==> src/hdl/ssl_pkg.sv <==
// package for the stanley steering law block
// constants, item types and the cordic arctangent table; no dependencies
`timescale 1ns / 1ps

package ssl_pkg;

	// fixed point constants
	localparam int CORDIC_ITERATIONS_DEF = 16;
	localparam int CORDIC_TABLE_LEN      = 24;
	localparam int QUEUE_DEPTH           = 4;
	localparam int QPTR_W                = $clog2(QUEUE_DEPTH);
	localparam int QCNT_W                = $clog2(QUEUE_DEPTH + 1);

	localparam logic signed [27:0] PI_Q24      = 28'sd52707179;
	localparam logic signed [27:0] HALF_PI_Q24 = 28'sd26353589;
	localparam logic signed [16:0] PI_Q13      = 17'sd25736;
	localparam logic signed [16:0] TWO_PI_Q13  = 17'sd51472;
	localparam logic signed [31:0] CORDIC_K_Q30 = 32'sd652032874;
	localparam logic signed [58:0] EY_MAX = 59'sd8388607;
	localparam logic signed [58:0] EY_MIN = -59'sd8388608;

	// configuration register indexes
	localparam int CFG_IDX_W = 1;
	localparam logic [CFG_IDX_W-1:0] CFG_GAIN  = 1'd0;
	localparam logic [CFG_IDX_W-1:0] CFG_LIMIT = 1'd1;
	localparam int CFG_DATA_W = 16;

	localparam logic [15:0] GAIN_RESET  = 16'd3277;
	localparam logic [14:0] LIMIT_RESET = 15'd8192;

	// classified item between front and back
	typedef struct packed {
		logic signed [24:0] dx;
		logic signed [24:0] dy;
		logic signed [16:0] eh;
		logic signed [27:0] z;
		logic               neg;
		logic        [15:0] spd;
	} ssl_item_t;

	// queue status seen by the front
	typedef struct packed {
		logic full;
		logic empty;
	} ssl_q_status_t;

	// atan(2^-i) in q.24 radians
	function automatic logic [23:0] atan_q24(input int i);
		logic [23:0] v;
		case (i)
			0: v = 24'd13176795;
			1: v = 24'd7778716;
			2: v = 24'd4110060;
			3: v = 24'd2086331;
			4: v = 24'd1047214;
			5: v = 24'd524117;
			6: v = 24'd262123;
			7: v = 24'd131069;
			8: v = 24'd65536;
			9: v = 24'd32768;
			10: v = 24'd16384;
			11: v = 24'd8192;
			12: v = 24'd4096;
			13: v = 24'd2048;
			14: v = 24'd1024;
			15: v = 24'd512;
			16: v = 24'd256;
			17: v = 24'd128;
			18: v = 24'd64;
			19: v = 24'd32;
			20: v = 24'd16;
			21: v = 24'd8;
			22: v = 24'd4;
			23: v = 24'd2;
			default: v = 24'd0;
		endcase
		return v;
	endfunction

endpackage

==> src/hdl/ssl_if.sv <==
// valid/ready channel interfaces for pose items and steering results
// depends on nothing but the handshake convention
`timescale 1ns / 1ps

interface ssl_pose_if;
	logic               valid;
	logic               ready;
	logic signed [23:0] ref_x;
	logic signed [23:0] ref_y;
	logic signed [15:0] ref_heading;
	logic signed [23:0] vehicle_x;
	logic signed [23:0] vehicle_y;
	logic signed [15:0] vehicle_heading;
	logic        [15:0] vehicle_speed;

	modport source (output valid, output ref_x, output ref_y, output ref_heading,
		output vehicle_x, output vehicle_y, output vehicle_heading,
		output vehicle_speed, input ready);
	modport sink (input valid, input ref_x, input ref_y, input ref_heading,
		input vehicle_x, input vehicle_y, input vehicle_heading,
		input vehicle_speed, output ready);
endinterface


==> src/hdl/ssl_front.sv <==
// front stage: accepts pose transactions, forms differences and wraps angles
// depends on ssl_pkg and ssl_pose_if
`timescale 1ns / 1ps

module ssl_front (
	input  logic                   clk,
	input  logic                   arst_n,
	ssl_pose_if.sink               pose,
	input  ssl_pkg::ssl_q_status_t qstat,
	output logic                   push,
	output ssl_pkg::ssl_item_t     item
);

	logic               valid_s1;
	ssl_pkg::ssl_item_t item_s1;
	ssl_pkg::ssl_item_t item_c;
	logic signed [16:0] eh_raw;
	logic signed [16:0] eh_hi;
	logic signed [27:0] ang;

	// accept while the held transaction can drain into the queue
	assign pose.ready = !valid_s1 || !qstat.full;
	assign push       = valid_s1 && !qstat.full;
	assign item       = item_s1;

	// position differences, heading error wrap and angle fold
	always_comb begin
		item_c.dx  = 25'(pose.ref_x) - 25'(pose.vehicle_x);
		item_c.dy  = 25'(pose.ref_y) - 25'(pose.vehicle_y);
		item_c.spd = pose.vehicle_speed;
		eh_raw = 17'(pose.ref_heading) - 17'(pose.vehicle_heading);
		eh_hi  = (eh_raw > ssl_pkg::PI_Q13) ? eh_raw - ssl_pkg::TWO_PI_Q13 : eh_raw;
		item_c.eh = (eh_hi < -ssl_pkg::PI_Q13) ? eh_hi + ssl_pkg::TWO_PI_Q13 : eh_hi;
		ang = $signed({pose.ref_heading[15], pose.ref_heading, 11'd0});
		if (ang > ssl_pkg::HALF_PI_Q24) begin
			item_c.z   = ang - ssl_pkg::PI_Q24;
			item_c.neg = 1'b1;
		end else if (ang < -ssl_pkg::HALF_PI_Q24) begin
			item_c.z   = ang + ssl_pkg::PI_Q24;
			item_c.neg = 1'b1;
		end else begin
			item_c.z   = ang;
			item_c.neg = 1'b0;
		end
	end

	// front register valid
	always_ff @(posedge clk or negedge arst_n) begin
		if (!arst_n) begin
			valid_s1 <= 1'b0;
		end else if (pose.ready) begin
			valid_s1 <= pose.valid;
		end
	end

	// front register payload
	always_ff @(posedge clk) begin
		if (pose.ready && pose.valid) begin
			item_s1 <= item_c;
		end
	end

endmodule

==> src/flat_wrapper.sv <==
// flat-port wrapper written by rule: the top's interface ports become plain ports
module ssl_front_flat 
  (clk, arst_n, qstat, push, item, pose_valid, pose_ref_x, pose_ref_y, pose_ref_heading, pose_vehicle_x, pose_vehicle_y, pose_vehicle_heading, pose_vehicle_speed, pose_ready);
  ssl_pose_if pose_i ();
  input  logic clk;
  input  logic arst_n;
  input  ssl_pkg::ssl_q_status_t qstat;
  output logic push;
  output ssl_pkg::ssl_item_t item;
  input wire logic [$bits(pose_i.valid)-1:0] pose_valid;
  input wire logic [$bits(pose_i.ref_x)-1:0] pose_ref_x;
  input wire logic [$bits(pose_i.ref_y)-1:0] pose_ref_y;
  input wire logic [$bits(pose_i.ref_heading)-1:0] pose_ref_heading;
  input wire logic [$bits(pose_i.vehicle_x)-1:0] pose_vehicle_x;
  input wire logic [$bits(pose_i.vehicle_y)-1:0] pose_vehicle_y;
  input wire logic [$bits(pose_i.vehicle_heading)-1:0] pose_vehicle_heading;
  input wire logic [$bits(pose_i.vehicle_speed)-1:0] pose_vehicle_speed;
  output wire logic [$bits(pose_i.ready)-1:0] pose_ready;
  assign pose_i.valid = pose_valid;
  assign pose_i.ref_x = pose_ref_x;
  assign pose_i.ref_y = pose_ref_y;
  assign pose_i.ref_heading = pose_ref_heading;
  assign pose_i.vehicle_x = pose_vehicle_x;
  assign pose_i.vehicle_y = pose_vehicle_y;
  assign pose_i.vehicle_heading = pose_vehicle_heading;
  assign pose_i.vehicle_speed = pose_vehicle_speed;
  assign pose_ready = pose_i.ready;
  ssl_front u_core (.clk(clk), .arst_n(arst_n), .pose(pose_i), .qstat(qstat), .push(push), .item(item));
endmodule
==> config.mk <==
export PLATFORM = sky130hd
export DESIGN_NAME = ssl_front_flat
export DESIGN_NICKNAME = d
export VERILOG_FILES = /design/src/hdl/ssl_pkg.sv /design/src/hdl/ssl_if.sv /design/src/hdl/ssl_front.sv /design/src/flat_wrapper.sv
export SDC_FILE = /design/constraint.sdc
export NUM_CORES = 1
export LEC_CHECK = 0
export BUFFER_PORTS_ARGS = -buffer_cell sky130_fd_sc_hd__clkbuf_2
export CAP_MARGIN = 20
export CORE_UTILIZATION = 47
export DETAILED_ROUTE_END_ITERATION = 7
export MAX_ROUTING_LAYER = met4
export PLACE_DENSITY = 0.8
export SLEW_MARGIN = 20
export SYNTH_ARGS = -nofsm -noshare
export SYNTH_HDL_FRONTEND = slang
export SYNTH_SLANG_ARGS = --single-unit
==> constraint.sdc <==
create_clock -name clk -period 3.5 [get_ports clk]
set_input_delay 0.35 -clock clk [delete_from_list [all_inputs] [get_ports clk]]
set_output_delay 0.35 -clock clk [all_outputs]
set_load 0.1 [all_outputs]
==> impl_metrics.py, run 1 <==
metrics = {
    "status": {
        "outcome": "finished, violations left",
        "failed_checks": "negative setup slack",
    },
    "routing": {
        "first_pass_iters": 5,
        "drt_iter0_drc": 498,
        "detail-route-antenna-nets": 0,
        "wl_per_cell_um": 15.4,
        "wl_um": 22700,
        "vias_per_cell": 5.38,
        "drcViolationCount": 0,
        "vias": 7905,
    },
    "synth": {
        "syn_area_per_cell_um2": 9.62,
        "synth.top_cells.by_area": "edfxtp_1 38%, ha_1 11%, xnor2_1 6.5%, inv_1 4.7%, nor2_1 3.0%",
        "synth_top_area_cell": "edfxtp_1",
        "synth_cells": 841,
        "yosys_warnings": 0,
        "ys_async_sr_fraction_pct": 0.962,
        "synth_edf_count": 103,
        "synth_top_area_share_pct": 38.2,
        "synth.ff_latch_count": 104,
        "synth_nets": 1063,
        "synth_ff_type": "edfxtp_1",
        "synth_cell_types": 86,
        "syn_area_um2": 8090,
        "yosysSeqAreaShare_pct": 38.5,
    },
    "sta": {
        "tightest_slew_ns": 0.758,
        "hold_violations": 0,
        "worst_slack_ns": -0.733,
        "fmax_ghz": 0.236,
        "report.final.slew_viol_count": 0,
        "rsz0062_at_grt": "yes",
        "relSlewSlack_pct": 49.3,
        "finalSetupTns_ns": -8.91,
        "period_needed_ns": 4.23,
        "post-route-period-util_pct": 121,
        "clock_skew_ns": 0.0129,
        "setup_viol": 13,
    },
    "min_path": {
        "min_from": "pose_vehicle_speed[10]",
        "hold-path-endpoint": "u_core.item[10]",
        "hold_class": "input port to register",
        "hold_depth": 1,
    },
    "setup_path": {
        "start_kind": "input port",
        "r2r-start": "u_core.valid_s1",
        "crit_chain": "clkbuf_16 -> inv_12 -> ha_4 -> fa_2 -> and2b_2 -> buf_4 -> o21bai_1 -> a21oi_2 -> mux2_2 -> o211a_1 -> a2111oi_4 -> o41ai_4 -> buf_4 -> buf_4 -> mux2i_4 -> a211o_1 -> a41oi_4 -> buf_4 -> o211ai_1 -> xor2_1",
        "critPathKind": "input port to register",
        "cpMaxStageDelayCell": "a2111oi_4",
        "cp_max_fo": 4,
        "crit_buf_inv": 6,
        "cp_data_arrival_time_ns": 4.34,
        "slowest_delay_ns": 0.41,
        "r2r_slack_ns": 1.73,
        "r2r-end": "u_core.item[50]",
        "required_ns": 3.61,
        "worstSetupEndpointType": "register",
        "cp_common_cell": "buf_4",
        "cpLargestDelayFamily": "compound AO/OA/AOI/OAI gates",
        "reg2reg_depth": 3,
    },
    "floorplan": {
        "die_area_um2": 17700,
        "start_util_pct": 48.4,
        "ios": 263,
        "fp-row-count": 47,
        "core-area_um2": 16700,
        "fp.dieW_um": 133,
        "die_h_um": 133,
    },
    "placed_design": {
        "place_area_um2": 10700,
        "portBuffers": 261,
        "gp_congestion": 0.924,
        "hpwl_um": 18500,
    },
    "clock_tree": {
        "clk_pin_slew_worst_paths_ns": 0.08,
        "ctsRootBufferMaster": "clkbuf_16",
        "clkLatencyLatePin_ns": 0.36,
        "cts_tree": "yes",
        "h-tree-depth": 3,
        "cts_buffers": 9,
        "clock_sinks": 104,
        "cts_max_path_buffers": 2,
    },
    "final_layout": {
        "final_nets": 1463,
        "syn_to_final_growth_pct": 38.8,
        "drive_gt1_share_pct": 39.4,
        "fin_area_um2": 11200,
    },
    "global_route": {
        "grt_pass1_vias": 7671,
        "grt_pass1_wl_um": 35700,
        "track_usage_pct": 26.2,
        "overflow": 0,
        "grt_max_degree": 65,
        "antenna_found_initial": 2,
    },
    "power_and_ir_drop": {
        "powerDensity_nw_per_um2": 546,
        "ir_drop_mv": 0.295,
        "p_total_mw": 6.13,
        "p_leak_nw": 5.36,
    },
    "flow_run": {
        "maxCapViolCount": 0,
    },
}
[sequential cells by signal (all words and copies together), names as in the netlist]
signal	flops
u_core.valid_s1	1
u_core.item	103
[layout make-up]
| type | count | area [µm²] |
|---|---|---|
| antenna | 2 | 5.00 |
| inverter | 102 | 395 |
| clock inverter | 7 | 72.6 |
| fill | 1284 | 5470 |
| sequential | 104 | 3120 |
| timing repair buffer | 414 | 2510 |
| tap | 220 | 275 |
| clock buffer | 9 | 225 |
| multi-input combinational | 610 | 4630 |
[metrics by stage]
| step | hold slack [ns] | util (%) | instances | setup slack [ns] |
|---|---|---|---|---|
| after CTS | 0.150 | 66.8 | 1464 | -0.806 |
| after floorplan | 0.0544 | - | 841 | -1.01 |
| final | 0.158 | 67.2 | 1468 | -0.733 |
| after global routing | 0.144 | 67.2 | 1468 | -0.924 |
| after detailed placement | 0.126 | 64.2 | 1441 | -1.23 |
| after global placement | 0.126 | 64.2 | 1441 | -1.10 |
[Yosys cell counts, types with 6 or more instances]
cell type / number
a211o_1: 7
a211oi_1: 8
a21boi_0: 8
a21o_1: 12
a21oi_1: 40
a31oi_1: 16
and3_1: 6
buf_4: 11
clkbuf_1: 8
edfxtp_1: 103
ha_1: 70
inv_1: 101
nand2_1: 61
nand2b_1: 11
nand3_1: 18
nor2_1: 65
nor2b_1: 11
nor3_1: 14
o21a_1: 12
o21ai_0: 42
o21bai_1: 6
o22ai_1: 7
or3_1: 10
xnor2_1: 60
xor2_1: 16
[cell families (layout without fill, tap and decap cells)]
kind of cell               count (synthesis)  count (layout)  share of synthesized area (%)
and+or+nand+nor                          232             232                           14.4
muxes                                      6               6                          0.789
DFF                                      104             104                           38.5
adders and majority gates                 73              73                           11.6
xor gates and xnor gates                  79              79                           8.83
buffers and inverters                    127             532                           6.56
AOI/OAI and AO/OA                        220             220                           19.3
other                                      0               2                              0
[power breakdown]
group | switching [mW] | total, mW | internal [mW] | leakage (nW)
Clock | 0.527 | 1.03 | 0.505 | 0.143
Sequential | 0.0472 | 1.65 | 1.60 | 0.992
Combinational | 2.24 | 3.44 | 1.21 | 4.22
[cell usage in the layout, fill, tap and decap left out, types with 11 or more instances in the layout]
cell type,netlist,layout
clkbuf_2,0,260
buf_4,11,148
edfxtp_1,103,103
inv_1,101,99
ha_1,70,66
nor2_1,65,63
nand2_1,61,61
xnor2_1,60,57
o21ai_0,42,42
a21oi_1,40,39
nand3_1,18,17
a31oi_1,16,16
xor2_1,16,16
nor3_1,14,14
a21o_1,12,12
o21a_1,12,12
nand2b_1,11,11
nor2b_1,11,11
[repair_timing]
action,4_1_cts,5_1_grt
endpoints found under the hold margin,1,0
gates resized for setup,14,8
buffers inserted,6,3
pin swaps,8,7
hold buffers,1,0
setup endpoints to repair,13,13
[how the worst max path moves through the flow]
stage	to	start	slack (ns)	depth (start not counted)
2_1_floorplan	u_core.item[57]	pose_ref_heading[0]	-1.01	22
3_3_place_gp	u_core.item[57]	pose_ref_heading[0]	-1.10	20
3_5_place_dp	u_core.item[57]	pose_ref_heading[0]	-1.23	23
4_1_cts	u_core.item[57]	pose_ref_heading[0]	-0.81	23
5_1_grt	u_core.item[57]	pose_ref_heading[0]	-0.92	20
6_report	u_core.item[59]	pose_ref_heading[0]	-0.73	20
[layer usage]
metal  global-route usage (%)  routed length (µm)  vias to the layer above
met2                     48.3               12100                      311
met1                     28.2                8490                     3714
met5                        -                   0                        -
met3                     3.65                1420                       48
met4                     10.5                 622                        0
li1                         -                   -                     3832
Note: power is estimated with default switching activity, not from simulation.
==> inputs of run 2 (changes only) <==
- CORE_UTILIZATION: 47 -> 56
- PLACE_DENSITY: 0.8 -> 0.89
- clock period: 3.5 -> 4.9 ns (I/O delays scaled with it)
==> run 2 against run 1 <==
Effect of this change: the flow now finishes without violations; setup slack better by 1.1 ns; count of clock-buffer cells in the layout unchanged; die area down 16%; core utilization increased by 5.0 points; non-clock buffer count down 111; sequential cell count unchanged; largest power group unchanged.
==> impl_metrics.py, run 2 (synthesis results as in run 1) <==
metrics = {
    "status": {
        "outcome": "complete, no violations",
    },
    "clock_tree": {
        "clk_pin_slew_worst_paths_ns": 0.08,
        "ctsRootBufferMaster": "clkbuf_16",
        "clock_sinks": 104,
        "clkLatencyLatePin_ns": 0.35,
        "h-tree-depth": 3,
        "cts_max_path_buffers": 2,
        "cts_tree": "yes",
        "cts_buffers": 9,
    },
    "floorplan": {
        "fp.dieW_um": 122,
        "die_h_um": 122,
        "die_area_um2": 14900,
        "ios": 263,
        "fp-row-count": 43,
        "start_util_pct": 57.8,
        "core-area_um2": 14000,
    },
    "setup_path": {
        "required_ns": 5.00,
        "start_kind": "input port",
        "critPathKind": "input port to register",
        "cp_max_fo": 5,
        "worstSetupEndpointType": "register",
        "cp_data_arrival_time_ns": 4.68,
    },
    "final_layout": {
        "multiInputGateArea_um2": 4450,
        "syn_to_final_growth_pct": 24.8,
        "drive_gt1_share_pct": 31.0,
        "final_nets": 1352,
        "fin_area_um2": 10100,
        "seqCellArea_um2": 3120,
        "mostFrequentLayoutCells": "261 x clkbuf_2, 103 x edfxtp_1, 101 x inv_1, 70 x ha_1, 65 x nor2_1",
        "largest_reg_flops": 103,
        "layout_commonest_cell": "clkbuf_2",
        "antennaDiodeCount": 0,
        "fillers": 992,
    },
    "routing": {
        "vias": 7513,
        "drt_iter0_drc": 481,
        "first_pass_iters": 6,
        "drcViolationCount": 0,
        "wl_um": 20700,
        "detail-route-antenna-nets": 0,
        "wl_per_cell_um": 15.8,
        "vias_per_cell": 5.71,
    },
    "sta": {
        "tightest_slew_ns": 0.934,
        "rsz0062_at_grt": "no",
        "relSlewSlack_pct": 37.7,
        "period_needed_ns": 4.57,
        "timing.hold.ws_ns": 0.309,
        "setup_viol": 0,
        "hold_violations": 0,
        "clock_skew_ns": 0.00663,
        "report.final.slew_viol_count": 0,
        "fmax_ghz": 0.219,
        "post-route-period-util_pct": 93.3,
        "worst_slack_ns": 0.328,
    },
    "placed_design": {
        "hpwl_um": 16700,
        "portBuffers": 261,
        "place_area_um2": 9790,
        "pre_cts_ws_ns": -0.0885,
        "gp_congestion": 0.946,
    },
    "global_route": {
        "grt_pass1_vias": 7112,
        "track_usage_pct": 28.4,
        "antenna_found_initial": 0,
        "overflow": 0,
        "grt_max_degree": 71,
        "grt_pass1_wl_um": 32000,
    },
    "flow_run": {
        "maxCapViolCount": 0,
    },
    "power_and_ir_drop": {
        "p_total_mw": 4.05,
        "p_leak_nw": 4.77,
        "powerDensity_nw_per_um2": 401,
        "ir_drop_mv": 0.212,
    },
    "min_path": {
        "hold_class": "input port to register",
    },
}
[run 2: cell count changes in the layout (fill, tap and decap cells not counted), sizes merged]
cell      change
clkinvlp      +1
diode         -2
bufinv        +1
clkinv        -1
inv           -1
buf         -111
[run 2: layer usage]
metal | vias to the layer above | share of wire, % | global-route usage (%)
li1 | 3608 | - | -
met1 | 3465 | 37 | 29.8
met2 | 364 | 52 | 51.7
met3 | 76 | 6.6 | 4.78
met4 | 0 | 3.5 | 12.6
met5 | - | 0 | -
[run 2: cell type report]
| type | count | share of cell area [%] |
|---|---|---|
| multi-input cells | 610 | 44.0 |
| flip-flops and latches | 104 | 30.9 |
| repair buffers | 303 | 16.1 |
| inverters | 102 | 3.79 |
| clock buffers | 9 | 2.23 |
| well taps | 180 | 2.23 |
| clock inverters | 7 | 0.793 |
[run 2: metrics by stage]
| step | util, % | std cells | TNS (ns) |
|---|---|---|---|
| 3_3_place_gp | 70.0 | 1298 | 0 |
| 3_5_place_dp | 70.0 | 1298 | -0.0885 |
| 6_report | 72.2 | 1315 | 0 |
| 2_1_floorplan | - | 841 | 0 |
| 5_1_grt | 72.2 | 1315 | 0 |
| 4_1_cts | 72.2 | 1315 | 0 |
[run 2: final timing paths]
check	slack, ns	endpoint	cells after the start	startpoint
max	0.33	u_core.item[57]	22	pose_ref_heading[0]
min	0.31	u_core.item[0]	1	pose_vehicle_speed[0]
max reg2reg	2.76	u_core.item[66]	3	u_core.valid_s1
min reg2reg	0.53	u_core.valid_s1	2	u_core.valid_s1
max in group asynchronous	4.37	u_core.valid_s1	2	arst_n
min in group asynchronous	0.44	u_core.valid_s1	2	arst_n
[run 2: critical path: stages]
cell and delay [ns]:
clkbuf_2 0.10, inv_1 0.06, ha_1 0.19, fa_1 0.39, and2b_1 0.23, buf_4 0.11
o21bai_1 0.09, a211oi_1 0.39, o21ai_1 0.17, xnor2_2 0.30, a2111oi_4 0.09, o41ai_2 0.32
buf_4 0.20, nor2_1 0.05, a21oi_1 0.19, ha_1 0.21, or4bb_1 0.39, mux2i_1 0.15
buf_4 0.15, o21ba_2 0.12, o221ai_1 0.12, xnor2_1 0.16
[run 2: timing repair]
item                                   4_1_cts  5_1_grt
hold buffers                                 1        0
gates resized for setup                      0        1
endpoints found under the hold margin        1        0
setup endpoints to repair                    0        1
setup buffers                                0        0
[run 2: report_power, final]
part,internal (mW),total [mW],switching [mW]
clock network,0.403,0.748,0.345
logic,0.622,2.13,1.51
registers,1.15,1.18,0.0310
total,2.17,4.05,1.88
