## src/hdl/ssl_pkg.sv

```systemverilog
// package for the stanley steering law block
// constants, item types and the cordic arctangent table; no dependencies
`timescale 1ns / 1ps

package ssl_pkg;

	// fixed point constants
	localparam int CORDIC_ITERATIONS_DEF = 16;
	localparam int CORDIC_TABLE_LEN      = 24;
	localparam int QUEUE_DEPTH           = 4;
	localparam int QPTR_W                = $clog2(QUEUE_DEPTH);
	localparam int QCNT_W                = $clog2(QUEUE_DEPTH + 1);

	localparam logic signed [27:0] PI_Q24      = 28'sd52707179;
	localparam logic signed [27:0] HALF_PI_Q24 = 28'sd26353589;
	localparam logic signed [16:0] PI_Q13      = 17'sd25736;
	localparam logic signed [16:0] TWO_PI_Q13  = 17'sd51472;
	localparam logic signed [31:0] CORDIC_K_Q30 = 32'sd652032874;
	localparam logic signed [58:0] EY_MAX = 59'sd8388607;
	localparam logic signed [58:0] EY_MIN = -59'sd8388608;

	// configuration register indexes
	localparam int CFG_IDX_W = 1;
	localparam logic [CFG_IDX_W-1:0] CFG_GAIN  = 1'd0;
	localparam logic [CFG_IDX_W-1:0] CFG_LIMIT = 1'd1;
	localparam int CFG_DATA_W = 16;

	localparam logic [15:0] GAIN_RESET  = 16'd3277;
	localparam logic [14:0] LIMIT_RESET = 15'd8192;

	// classified item between front and back
	typedef struct packed {
		logic signed [24:0] dx;
		logic signed [24:0] dy;
		logic signed [16:0] eh;
		logic signed [27:0] z;
		logic               neg;
		logic        [15:0] spd;
	} ssl_item_t;

	// queue status seen by the front
	typedef struct packed {
		logic full;
		logic empty;
	} ssl_q_status_t;

	// atan(2^-i) in q.24 radians
	function automatic logic [23:0] atan_q24(input int i);
		logic [23:0] v;
		case (i)
			0: v = 24'd13176795;
			1: v = 24'd7778716;
			2: v = 24'd4110060;
			3: v = 24'd2086331;
			4: v = 24'd1047214;
			5: v = 24'd524117;
			6: v = 24'd262123;
			7: v = 24'd131069;
			8: v = 24'd65536;
			9: v = 24'd32768;
			10: v = 24'd16384;
			11: v = 24'd8192;
			12: v = 24'd4096;
			13: v = 24'd2048;
			14: v = 24'd1024;
			15: v = 24'd512;
			16: v = 24'd256;
			17: v = 24'd128;
			18: v = 24'd64;
			19: v = 24'd32;
			20: v = 24'd16;
			21: v = 24'd8;
			22: v = 24'd4;
			23: v = 24'd2;
			default: v = 24'd0;
		endcase
		return v;
	endfunction

endpackage

```

## src/hdl/ssl_queue.sv

```systemverilog
// short queue between front and back stages
// depends on ssl_pkg
`timescale 1ns / 1ps

module ssl_queue (
	input  logic                   clk,
	input  logic                   arst_n,
	input  logic                   push,
	input  ssl_pkg::ssl_item_t     push_item,
	input  logic                   pop,
	output ssl_pkg::ssl_item_t     head,
	output ssl_pkg::ssl_q_status_t qstat
);

	ssl_pkg::ssl_item_t              slot_q [0:ssl_pkg::QUEUE_DEPTH-1];
	logic [ssl_pkg::QPTR_W-1:0]      wr_ptr_q;
	logic [ssl_pkg::QPTR_W-1:0]      rd_ptr_q;
	logic [ssl_pkg::QCNT_W-1:0]      count_q;
	logic                            do_push;
	logic                            do_pop;

	assign qstat.full  = (count_q == ssl_pkg::QCNT_W'(ssl_pkg::QUEUE_DEPTH));
	assign qstat.empty = (count_q == '0);
	assign do_push = push && !qstat.full;
	assign do_pop  = pop && !qstat.empty;
	assign head    = slot_q[rd_ptr_q];

	// pointers and fill count
	always_ff @(posedge clk or negedge arst_n) begin
		if (!arst_n) begin
			wr_ptr_q <= '0;
			rd_ptr_q <= '0;
			count_q  <= '0;
		end else begin
			if (do_push) wr_ptr_q <= wr_ptr_q + 1'b1;
			if (do_pop) rd_ptr_q <= rd_ptr_q + 1'b1;
			if (do_push && !do_pop) count_q <= count_q + 1'b1;
			else if (do_pop && !do_push) count_q <= count_q - 1'b1;
		end
	end

	// slot storage
	always_ff @(posedge clk) begin
		if (do_push) begin
			slot_q[wr_ptr_q] <= push_item;
		end
	end

	a_count_bound: assert property (@(posedge clk) disable iff (!arst_n)
		count_q <= ssl_pkg::QCNT_W'(ssl_pkg::QUEUE_DEPTH))
		else $error("queue fill count beyond depth");
	a_no_pop_empty: assert property (@(posedge clk) disable iff (!arst_n)
		qstat.empty && !push |=> qstat.empty || push)
		else $error("queue lost track of empty state");

endmodule

```

## config.mk

```make
export PLATFORM = sky130hd
export DESIGN_NAME = ssl_queue
export DESIGN_NICKNAME = d
export VERILOG_FILES = /design/src/hdl/ssl_pkg.sv /design/src/hdl/ssl_queue.sv
export SDC_FILE = /design/constraint.sdc
export NUM_CORES = 1
export LEC_CHECK = 0
export BUFFER_PORTS_ARGS = -buffer_cell sky130_fd_sc_hd__clkbuf_2
export CELL_PAD_IN_SITES_DETAIL_PLACEMENT = 1
export CELL_PAD_IN_SITES_GLOBAL_PLACEMENT = 1
export CORE_ASPECT_RATIO = 0.8
export CORE_MARGIN = 2
export CORE_UTILIZATION = 50
export CTS_BUF_LIST = sky130_fd_sc_hd__clkbuf_2
export CTS_CLUSTER_DIAMETER = 150
export DETAILED_ROUTE_END_ITERATION = 10
export PLACE_DENSITY_LB_ADDON = 0.15
export SLEW_MARGIN = 25
export SYNTH_ARGS = -nofsm -noshare
export SYNTH_HDL_FRONTEND = slang
export SYNTH_SLANG_ARGS = --single-unit
```

## constraint.sdc

```tcl
create_clock -name clk -period 6.1 [get_ports clk]
set_clock_uncertainty 0.15 [all_clocks]
set_input_delay 0.61 -clock clk [delete_from_list [all_inputs] [get_ports clk]]
set_output_delay 0.61 -clock clk [all_outputs]
set_load 0.05 [all_outputs]
```

==> results of run 1 <==
==> Yosys cell counts, drive strengths merged <==
| library cell | instances | share of area (%) |
|---|---|---|
| or3 | 1 | 0.038 |
| fa | 1 | 0.12 |
| edfxtp | 448 | 81 |
| nor3b | 1 | 0.076 |
| mux4 | 112 | 15 |
| inv | 4 | 0.091 |
| mux2 | 2 | 0.14 |
| and2 | 4 | 0.15 |
| xor2 | 2 | 0.11 |
| nand3 | 1 | 0.030 |
| dfrtp | 7 | 1.1 |
| buf | 24 | 1.0 |
| nor2 | 1 | 0.023 |
| ha | 5 | 0.38 |
| nand2 | 1 | 0.023 |
| xnor2 | 4 | 0.21 |
| clkbuf | 3 | 0.068 |
| nor2b | 1 | 0.038 |
==> worst paths after layout <==
check                      depth (start not counted)  slack [ns]            from        endpoint
max in group asynchronous                          3        5.00          arst_n     rd_ptr_q[0]
hold / removal                                     2        0.25  push_item[100]  slot_q[1][100]
min in group asynchronous                          3        0.47          arst_n     wr_ptr_q[1]
setup reg to reg                                   4        3.09      count_q[2]   slot_q[1][57]
hold reg to reg                                    1        0.36      count_q[2]      count_q[2]
setup / recovery                                   3        2.19     rd_ptr_q[0]        head[22]
==> worst reg2reg max path, delay by kind of cell, from the launching register on <==
family	cells	cell delay [ns]
simple gates	3	1.29
flops	1	0.42
buf+inv	1	0.76
==> flip-flops by register name, indices dropped and copies added, names as in the netlist <==
| register | cells |
|---|---|
| slot_q | 448 |
| count_q | 3 |
| rd_ptr_q | 2 |
| wr_ptr_q | 2 |
==> per-stage QoR <==
step | cells | hold WS (ns) | util [%]
after CTS | 1578 | 0.142 | 62.6
after floorplan | 622 | 0.164 | -
after global routing | 1582 | 0.147 | 62.7
final | 1582 | 0.249 | 62.7
after global placement | 1263 | 0.301 | 55.8
after detailed placement | 1264 | 0.310 | 55.9
==> layer usage <==
metal	GRT usage [%]	vias up	part of all wire [%]
met3	5.36	60	5.7
met2	34.0	280	50
met4	8.51	0	2.5
met1	27.4	4312	42
li1	-	3643	-
met5	0	-	0
==> cells by family after synthesis <==
kind of cell  share of synthesized area, %
flops                                 82.3
mux                                   15.4
buf+inv                               1.19
simple gates                         0.378
xor+xnor                             0.317
fa+ha+maj                            0.498
==> power breakdown <==
group / switching [µW] / internal [µW] / total (µW)
Clock: 1180 / 768 / 1950
Combinational: 3050 / 1290 / 4340
Sequential: 244 / 4130 / 4370
Total: 4470 / 6180 / 10700
==> layout by cell type, fill, tap and decap left out, types with 2 or more instances in the layout <==
master         count
and2_4             4
buf_16             2
buf_4             12
bufinv_16          2
clkbuf_2         383
clkinv_1          38
clkinvlp_4         2
dfrtp_1            5
dfrtp_4            2
diode_2            3
dlygate4sd3_1    116
edfxtp_1         448
ha_1               5
inv_1              4
mux4_2           112
xnor2_1            4
xor2_1             2
==> area by class of cell <==
type / instances / area [µm²] / area share, %
repair buffers: 359 / 2450 / 12.0
clock inverters: 44 / 230 / 1.13
diodes: 3 / 7.51 / 0.0368
inverters: 4 / 15.0 / 0.0736
clock buffers: 154 / 771 / 3.78
well taps: 427 / 534 / 2.62
flip-flops and latches: 455 / 13600 / 66.8
multi-input cells: 136 / 2750 / 13.5
==> summary.log, run 1 <==
INFO  power_and_ir_drop pwrdens=522nW/µm²
INFO  yosys          synth-seq-area-share=82.3%
INFO  yosys          syn_inst=622
INFO  sta            fin_crit=3.91ns
INFO  place          place_congestion=0.721
INFO  yosys          ys_ff_latch=455
INFO  drt            drt-wirelength-per-cell=22.1µm
INFO  setup_path     crit_slowest_cell=dfrtp_4
INFO  cts            root_buffer=clkbuf_2
INFO  setup_path     worstPathArrival=3.15ns
INFO  place          detailedPlacementHpwl=20400µm
INFO  cts            tritoncts=done
INFO  yosys          synth.avg_cell_area=26.6µm²
INFO  yosys          cell_area_after_synthesis=16600µm²
INFO  sta            fin_ws=2.19ns
INFO  cts            post_cts.resized_instances=0
INFO  floorplan      die_height=167µm
INFO  setup_path     cpLargestDelayFamily=flip-flops
INFO  floorplan      ioPinCount=230
INFO  drt            drt_pre_antenna_iters=4
INFO  floorplan      die_area=34600µm²
INFO  setup_path     crit_required=5.34ns
INFO  sta            fin_tns_setup=0ns
INFO  drt            detailroute.via_count=8295
INFO  sta            max-slew-margin-rel=45.1%
INFO  cts            cts.sink_count=455
INFO  power_and_ir_drop p_leak=0.00728µW
INFO  yosys          yosys.cell_types.count=22
INFO  power_and_ir_drop report.power.total=10700µW
INFO  outcome        run_status=complete, no violations
INFO  sta            final_min_period_over_clock_period=64.1%
INFO  global_route   track_usage=20.9%
INFO  sta            max_freq=0.256GHz
INFO  setup_path     crit_chain=buf_4, mux4_2, clkbuf_2
INFO  sta            slew_violations=0
INFO  cts            cts-htree-levels=3
INFO  global_route   vias_in_the_first_global_route=9521
INFO  finish         fill_cells=2849
INFO  floorplan      std_cell_rows=59
INFO  place          port_buffers=229
INFO  cts            clk_latency=0.95ns
INFO  sta            setup_repair_after_global_routing_missed_its_margin=false
INFO  setup_path     worst_path_largest_cell_delay=0.80ns
INFO  global_route   antenna_found_initial=3
INFO  drt            viasPerCell=5.24
INFO  sta            setup_viol_count_final=0
INFO  floorplan      starting_utilization_of_the_core_area=50.9%
INFO  cts            path_clk_slew=0.11ns
INFO  cts            cts-buffers-inserted=107
INFO  sta            max_slew.worst_pin.slew=0.823ns
INFO  setup_path     crit_type=flop to output pin
INFO  drt            drt_wl_total=34900µm
INFO  place          placedInstanceArea=18200µm²
INFO  cts            hold_buffers=116
INFO  global_route   grt_overflow_total=0
INFO  setup_path     crit_path_max_fanout=26
INFO  global_route   grt_max_degree=73
INFO  power_and_ir_drop max-vdd-ir-drop=0.000369V
INFO  drt            route.antenna.remaining_nets=0
INFO  sta            timing.final.hold_violations=0
INFO  finish         layout.cell_area.non_filler=20400µm²
INFO  cts            post_cts_buffers=0
INFO  finish         finalNetCount=1185
INFO  floorplan      design.core.area=32600µm²
INFO  place          dp_worst_setup_slack=2.75ns
INFO  drt            drcViolationCount=0
INFO  setup_path     cp.buffers_inverters=2
INFO  drt            drt-initial-drc-count=620
INFO  setup_path     worst_setup_path_start_kind=flop
INFO  flow_run       max-cap-violations=0
INFO  yosys          ys.warnings.count=0
INFO  hold_path      hold_path_class=primary input to flop
INFO  yosys          mappedNetlistNets=744
INFO  floorplan      dieWidth=208µm
INFO  global_route   grt_pass1_wl=54900µm
INFO  setup_path     endpoint_kind=output pin
INFO  finish         syn_to_final_growth=23.1%
INFO  cts            bufs_on_longest_clock_path=3
INFO  finish         final_layout_size_suffix_gt1_share=45.4%
Power figures use the tool's default switching activity.
==> inputs of run 2 (changes only) <==
--- a/config.mk
+++ b/config.mk
@@ -5,12 +5,13 @@
 export SDC_FILE = /design/constraint.sdc
 export NUM_CORES = 1
 export LEC_CHECK = 0
+export ABC_AREA = 1
 export BUFFER_PORTS_ARGS = -buffer_cell sky130_fd_sc_hd__clkbuf_2
 export CELL_PAD_IN_SITES_DETAIL_PLACEMENT = 1
 export CELL_PAD_IN_SITES_GLOBAL_PLACEMENT = 1
 export CORE_ASPECT_RATIO = 0.8
 export CORE_MARGIN = 2
-export CORE_UTILIZATION = 50
+export CORE_UTILIZATION = 49
 export CTS_BUF_LIST = sky130_fd_sc_hd__clkbuf_2
 export CTS_CLUSTER_DIAMETER = 150
 export DETAILED_ROUTE_END_ITERATION = 10
==> constraint.sdc (replaced) <==
create_clock -name clk -period 3.65 [get_ports clk]
set_clock_uncertainty 0.15 [all_clocks]
set_input_delay 0.365 -clock clk [delete_from_list [all_inputs] [get_ports clk]]
set_output_delay 0.365 -clock clk [all_outputs]
set_load 0.05 [all_outputs]
==> run 2 against run 1 <==
Net effect:
- wire length increased by 36%
- via count up 51%
- sequential cell count unchanged
- clock-buffer cell count up 7
- critical path type unchanged
- largest cell class unchanged
- largest power group is now combinational cells
- highest routed layer unchanged
==> summary.log, run 2 <==
INFO  finish         multiInputGateArea=3190µm²
INFO  power_and_ir_drop p_leak=0.00961µW
INFO  finish         sequential_cell_area=13600µm²
INFO  sta            max_freq=0.294GHz
INFO  finish         finalNetCount=2006
INFO  place          detailedPlacementHpwl=24200µm
INFO  yosys          synth-main-ff-cell=edfxtp_1
INFO  floorplan      std_cell_rows=62
INFO  setup_path     cp.buffers_inverters=3
INFO  finish         fill_cells=3680
INFO  outcome        run_status=complete, no violations
INFO  finish         syn_to_final_growth=27.5%
INFO  setup_path     cpLargestDelayFamily=buffers and inverters
INFO  finish         largest_register_ff_count=448
INFO  drt            route.antenna.remaining_nets=0
INFO  yosys          yosys.cell_types.count=18
INFO  global_route   grt_pass1_wl=73600µm
INFO  setup_path     crit_chain=inv_12, buf_16, nand2_1, o211ai_1, nand2_1, clkbuf_2
INFO  drt            drt_wl_total=47400µm
INFO  cts            cts-htree-levels=3
INFO  setup_path     worst_path_largest_cell_delay=0.50ns
INFO  yosys          post_synth_most_frequent_cells=edfxtp_1, nand2_1, inv_1, o211ai_1, buf_2
INFO  cts            cts.sink_count=455
INFO  power_and_ir_drop max-vdd-ir-drop=0.000701V
INFO  drt            drt_pre_antenna_iters=5
INFO  sta            max_slew.worst_pin.slew=0.833ns
INFO  setup_path     crit_path_max_fanout=108
INFO  cts            bufs_on_longest_clock_path=3
INFO  yosys          synth-async-reset-ratio=1.54%
INFO  yosys          yosys.area.top_type_share=74.3%
INFO  sta            fin_crit=3.40ns
INFO  setup_path     worstPathArrival=2.89ns
INFO  finish         layout.cells.most_common_list=edfxtp_1, clkbuf_2, nand2_1
INFO  cts            cts-buffers-inserted=108
INFO  cts            post_cts_buffers=0
INFO  finish         biggestRegsByFlops=slot_q x448, count_q x3
INFO  sta            fin_ws=0.249ns
INFO  cts            clk_latency=1.01ns
INFO  yosys          synth-simple-area-share=7.65%
INFO  yosys          mappedNetlistNets=1490
INFO  cts            root_buffer=clkbuf_2
INFO  yosys          synth_area_leader_cell=edfxtp_1
INFO  yosys          count_leader_synth=edfxtp_1
INFO  place          port_buffers=229
INFO  sta            timing.final.hold_violations=0
INFO  sta            slew_violations=0
INFO  setup_path     crit_type=flop to output pin
INFO  yosys          share_of_the_synthesized_area_in_compound_gates_ao_oa_aoi_oai=9.32%
INFO  yosys          ys.warnings.count=0
INFO  place          place_congestion=0.720
INFO  floorplan      design.core.area=36100µm²
INFO  drt            detailroute.via_count=12.5k
INFO  place          dp_worst_setup_slack=1.19ns
INFO  sta            setup_viol_count_final=0
INFO  finish         largest-register=slot_q
INFO  setup_path     worst_setup_path_start_kind=flop
INFO  yosys          cell_area_after_synthesis=18100µm²
INFO  drt            drcViolationCount=0
INFO  finish         most_frequent_standard_cell_in_the_layout_excluding_fill_and_tap_cells=edfxtp_1
INFO  floorplan      dieWidth=219µm
INFO  global_route   track_usage=24.9%
INFO  drt            drt-initial-drc-count=824
INFO  yosys          ys_ff_latch=455
INFO  drt            drt-wirelength-per-cell=19.3µm
INFO  setup_path     most_frequent_cp_cell=nand2_1
INFO  setup_path     crit_required=3.13ns
INFO  global_route   grt_max_degree=115
INFO  yosys          yosys.area_share.xor_xnor=0.0484%
INFO  yosys          syn_inst=1368
INFO  sta            setup_repair_after_global_routing_missed_its_margin=true
INFO  setup_path     crit_slowest_cell=dfrtp_1
INFO  floorplan      die_area=38500µm²
INFO  sta            max-slew-margin-rel=44.5%
INFO  cts            tritoncts=done
INFO  floorplan      die_height=176µm
INFO  yosys          synth-seq-area-share=75.3%
INFO  yosys          number_of_flops_mapped_to_enable_cells_by_yosys=448
INFO  yosys          largest_family_of_logic_cells_by_synthesized_area=compound AO/OA/AOI/OAI gates
INFO  drt            viasPerCell=5.09
INFO  sta            fin_tns_setup=0ns
INFO  sta            timing.hold.ws=0.119ns
INFO  setup_path     endpoint_kind=output pin
INFO  global_route   grt_overflow_total=0
INFO  floorplan      starting_utilization_of_the_core_area=50.1%
INFO  yosys          synth.area.top_cells=edfxtp_1, o211ai_1, nand2_1
INFO  power_and_ir_drop pwrdens=847nW/µm²
INFO  yosys          synth.avg_cell_area=13.2µm²
INFO  cts            path_clk_slew=0.11ns
INFO  flow_run       max-cap-violations=0
INFO  global_route   vias_in_the_first_global_route=13.7k
INFO  floorplan      ioPinCount=230
INFO  yosys          post_synth_mux_area_share=0%
INFO  yosys          synth_fa_ha_area_share=0.456%
INFO  finish         final_layout_size_suffix_gt1_share=21.5%
INFO  sta            final_min_period_over_clock_period=93.2%
INFO  hold_path      hold_path_class=primary input to flop
INFO  global_route   antenna_found_initial=4
INFO  setup_path     reg2reg_setup_slack=1.25ns
run 2: repair_timing:
item	in CTS	in global routing
hold buffers	230	0
gates cloned	0	1
hold endpoints to repair	462	0
endpoints found under the setup margin	4	60
resized for setup	1	3
run 2: final timing paths:
kind                                   from     endpoint  cells past startpoint
worst max-delay path            rd_ptr_q[0]     head[51]                      6
worst min-delay path                   push  wr_ptr_q[0]                      4
worst max register to register   count_q[0]   count_q[1]                      9
worst min register to register   count_q[2]   count_q[2]                      2
max in group asynchronous            arst_n  rd_ptr_q[1]                      3
min in group asynchronous            arst_n  rd_ptr_q[0]                      3
run 2: metal layers:
metal  GRT usage (%)  routed length, µm
met1            29.5              19300
met3            5.66               2300
met5               0                  0
met4            8.33               1050
met2            44.9              24700
run 2: final cells by class:
type                    count  share of cell area [%]
clock buffers             161                    3.49
inverters                 241                    3.98
diodes                      4                  0.0434
flip-flops and latches    455                    59.1
multi-input cells         598                    13.8
well taps                 480                    2.60
clock inverters            33                   0.813
repair buffers            480                    16.2
run 2: cell families (layout without fill, tap and decap cells):
| group | Yosys count | count (layout) |
|---|---|---|
| buffers and inverters | 315 | 915 |
| flip-flops | 455 | 455 |
| AO/OA/AOI/OAI | 225 | 225 |
| other | 0 | 4 |
| AND/OR/NAND/NOR | 366 | 366 |
| adder cells (fa/ha/maj) | 6 | 6 |
| XOR/XNOR | 1 | 1 |
run 2: tightest hold or removal path: cells and delay by family:
family	cells	cell delay, ns
simple gates	2	0.14
buf+inv	2	0.69
run 2: where the power goes:
group / internal [µW] / switching, µW / leakage (µW)
clock network: 1310 / 2040 / 0.000744
registers: 6860 / 276 / 0.00419
logic: 2000 / 7050 / 0.00468
run 2: per-stage QoR:
stage / instance area, µm² / total power, µW / utilization (%) / cells
after floorplan: 18100 / 13700 / - / 1368
after global placement: 19700 / 15700 / 54.6 / 2023
after detailed placement: 19700 / 16000 / 54.6 / 2023
after CTS: 23000 / 19500 / 63.7 / 2447
after global routing: 23100 / 20600 / 63.8 / 2452
final: 23100 / 19500 / 63.8 / 2452
==> inputs of run 3 (changes only) <==
--- a/config.mk
+++ b/config.mk
@@ -16,6 +16,7 @@
 export CTS_CLUSTER_DIAMETER = 150
 export DETAILED_ROUTE_END_ITERATION = 10
 export PLACE_DENSITY_LB_ADDON = 0.15
+export REMOVE_ABC_BUFFERS = 1
 export SLEW_MARGIN = 25
 export SYNTH_ARGS = -nofsm -noshare
 export SYNTH_HDL_FRONTEND = slang
==> run 3 against run 2 <==
Net effect:
- clock power shrank 6.6%
- via count is essentially flat
- clock-buffer cell count shrank 10
- final area grew 0.13%
- critical path type unchanged
- largest cell class unchanged
- largest power group unchanged
==> summary.log, run 3 (synthesis gave the netlist of run 2 again) <==
INFO  outcome        run_status=complete, no violations
INFO  flow_run       max-cap-violations=0
INFO  place          place_congestion=0.740
INFO  finish         fill_cells=3718
INFO  setup_path     cp.buffers_inverters=3
INFO  sta            timing.hold.ws=0.202ns
INFO  sta            timing.final.hold_violations=0
INFO  floorplan      starting_utilization_of_the_core_area=50.1%
INFO  finish         largest_register_ff_count=448
INFO  finish         final_layout_size_suffix_gt1_share=21.4%
INFO  sta            max_slew.worst_pin.slew=0.753ns
INFO  drt            drt-wirelength-per-cell=19.8µm
INFO  cts            root_buffer=clkbuf_2
INFO  drt            viasPerCell=5.12
INFO  global_route   track_usage=25.1%
INFO  setup_path     crit_chain=inv_4, buf_4, o211ai_1, nand2_1, clkbuf_2
INFO  power_and_ir_drop pwrdens=845nW/µm²
INFO  sta            fin_crit=3.41ns
INFO  finish         biggestRegsByFlops=slot_q x448, count_q x3
INFO  floorplan      design.core.area=36100µm²
INFO  cts            bufs_on_longest_clock_path=3
INFO  cts            path_clk_slew=0.12ns
INFO  global_route   grt_overflow_total=0
INFO  setup_path     worstPathArrival=2.90ns
INFO  drt            drt-initial-drc-count=578
INFO  floorplan      die_area=38500µm²
INFO  setup_path     regToRegStartpoint=count_q[0]
INFO  place          placed_cells=2027
INFO  drt            route.antenna.remaining_nets=0
INFO  finish         core_occupancy_in_the_finished_layout=63.9%
INFO  cts            cts.sink_count=455
INFO  setup_path     crit_required=3.13ns
INFO  setup_path     worst_path_largest_cell_delay=0.53ns
INFO  finish         finalNetCount=2015
INFO  drt            detailroute.via_count=12.5k
INFO  power_and_ir_drop max-vdd-ir-drop=0.000616V
INFO  finish         most_frequent_standard_cell_in_the_layout_excluding_fill_and_tap_cells=edfxtp_1
INFO  sta            max-slew-margin-rel=49.8%
INFO  global_route   antenna_found_initial=5
INFO  setup_path     critical_path_launch_point=rd_ptr_q[1]
INFO  setup_path     crit_type=flop to output pin
INFO  sta            max_freq=0.293GHz
INFO  global_route   vias_in_the_first_global_route=13.9k
INFO  power_and_ir_drop report.power.total=19500µW
INFO  finish         multiInputGateArea=3190µm²
INFO  power_and_ir_drop p_leak=0.00960µW
INFO  cts            cts-buffers-inserted=109
INFO  finish         syn_to_final_growth=27.7%
INFO  floorplan      std_cell_rows=62
INFO  setup_path     crit_path_max_fanout=48
INFO  sta            slew_violations=0
INFO  setup_path     crit_slowest_cell=dfrtp_4
INFO  place          detailedPlacementHpwl=24900µm
INFO  finish         finalNonFillerCells=2440
INFO  place          port_buffers=229
INFO  drt            drcViolationCount=0
INFO  floorplan      die_height=176µm
INFO  floorplan      ioPinCount=230
INFO  setup_path     cpLargestDelayFamily=buffers and inverters
INFO  finish         layout.cells.most_common_list=edfxtp_1, clkbuf_2, nand2_1
INFO  setup_path     worst_setup_path_start_kind=flop
INFO  setup_path     endpoint_kind=output pin
INFO  hold_path      hold_path_class=primary input to asynchronous set/reset pin
INFO  global_route   grt_pass1_wl=73700µm
INFO  drt            drt_wl_total=48400µm
INFO  sta            final_min_period_over_clock_period=93.5%
INFO  cts            tritoncts=done
INFO  global_route   grt_max_degree=115
INFO  cts            cts-htree-levels=3
INFO  sta            setup_viol_count_final=0
INFO  cts            post_cts_buffers=0
INFO  finish         largest-register=slot_q
INFO  floorplan      dieWidth=219µm
INFO  drt            drt_pre_antenna_iters=4
INFO  cts            clk_latency=1.01ns
INFO  finish         sequential_cell_area=13600µm²
## run 3: per-layer routing
metal | wire [µm] | track usage, %
met1 | 19600 | 28.9
met2 | 25400 | 45.4
met3 | 2400 | 6.56
met4 | 1020 | 8.39
met5 | 0 | 0
## run 3: path summary, 6_finish.rpt
| check | slack, ns | cells past startpoint | endpoint |
|---|---|---|---|
| setup reg to reg | 1.16 | 9 | count_q[1] |
| setup / recovery | 0.24 | 5 | head[5] |
| max in group asynchronous | 2.83 | 3 | rd_ptr_q[1] |
| hold / removal | 0.20 | 3 | rd_ptr_q[1] |
| hold reg to reg | 0.42 | 2 | count_q[2] |
| min in group clk | 0.35 | 5 | wr_ptr_q[0] |
## run 3: layout make-up
cell class | count | area share, %
antenna | 6 | 0.0650
timing repair inverter | 2 | 0.0758
timing repair buffer | 486 | 16.6
multi-input combinational | 598 | 13.8
tap | 480 | 2.60
clock buffer | 151 | 3.27
inverter | 241 | 4.04
sequential | 455 | 59.0
clock inverter | 21 | 0.493
## run 3: worst min-delay path, cell delays in order
cell and delay (ns):
dlygate4sd3_1 0.52, clkbuf_2 0.11, dlygate4sd3_1 0.80
## run 3: timing repair
action	4_1_cts	5_1_grt
resized for setup	1	6
hold buffers	232	0
setup endpoints to repair	4	51
pin swaps	0	0
gates cloned	0	3
hold endpoints to repair	474	0
## run 3: power breakdown
group          leakage (µW)  total (µW)  switching (µW)  internal (µW)
Sequential          0.00419        7150             296           6850
Combinational       0.00474        9240            7120           2120
Clock              0.000672        3130            1970           1160
Total               0.00960       19500            9390          10100
## run 3: per-stage QoR
step	area [µm²]	TNS [ns]	setup WS, ns
after detailed placement	19800	0	1.15
after global placement	19800	0	1.23
after floorplan	17700	-1260.49	-2.47
after global routing	23100	-0.205	-0.0378
final	23100	0	0.236
after CTS	23000	0	0.0775
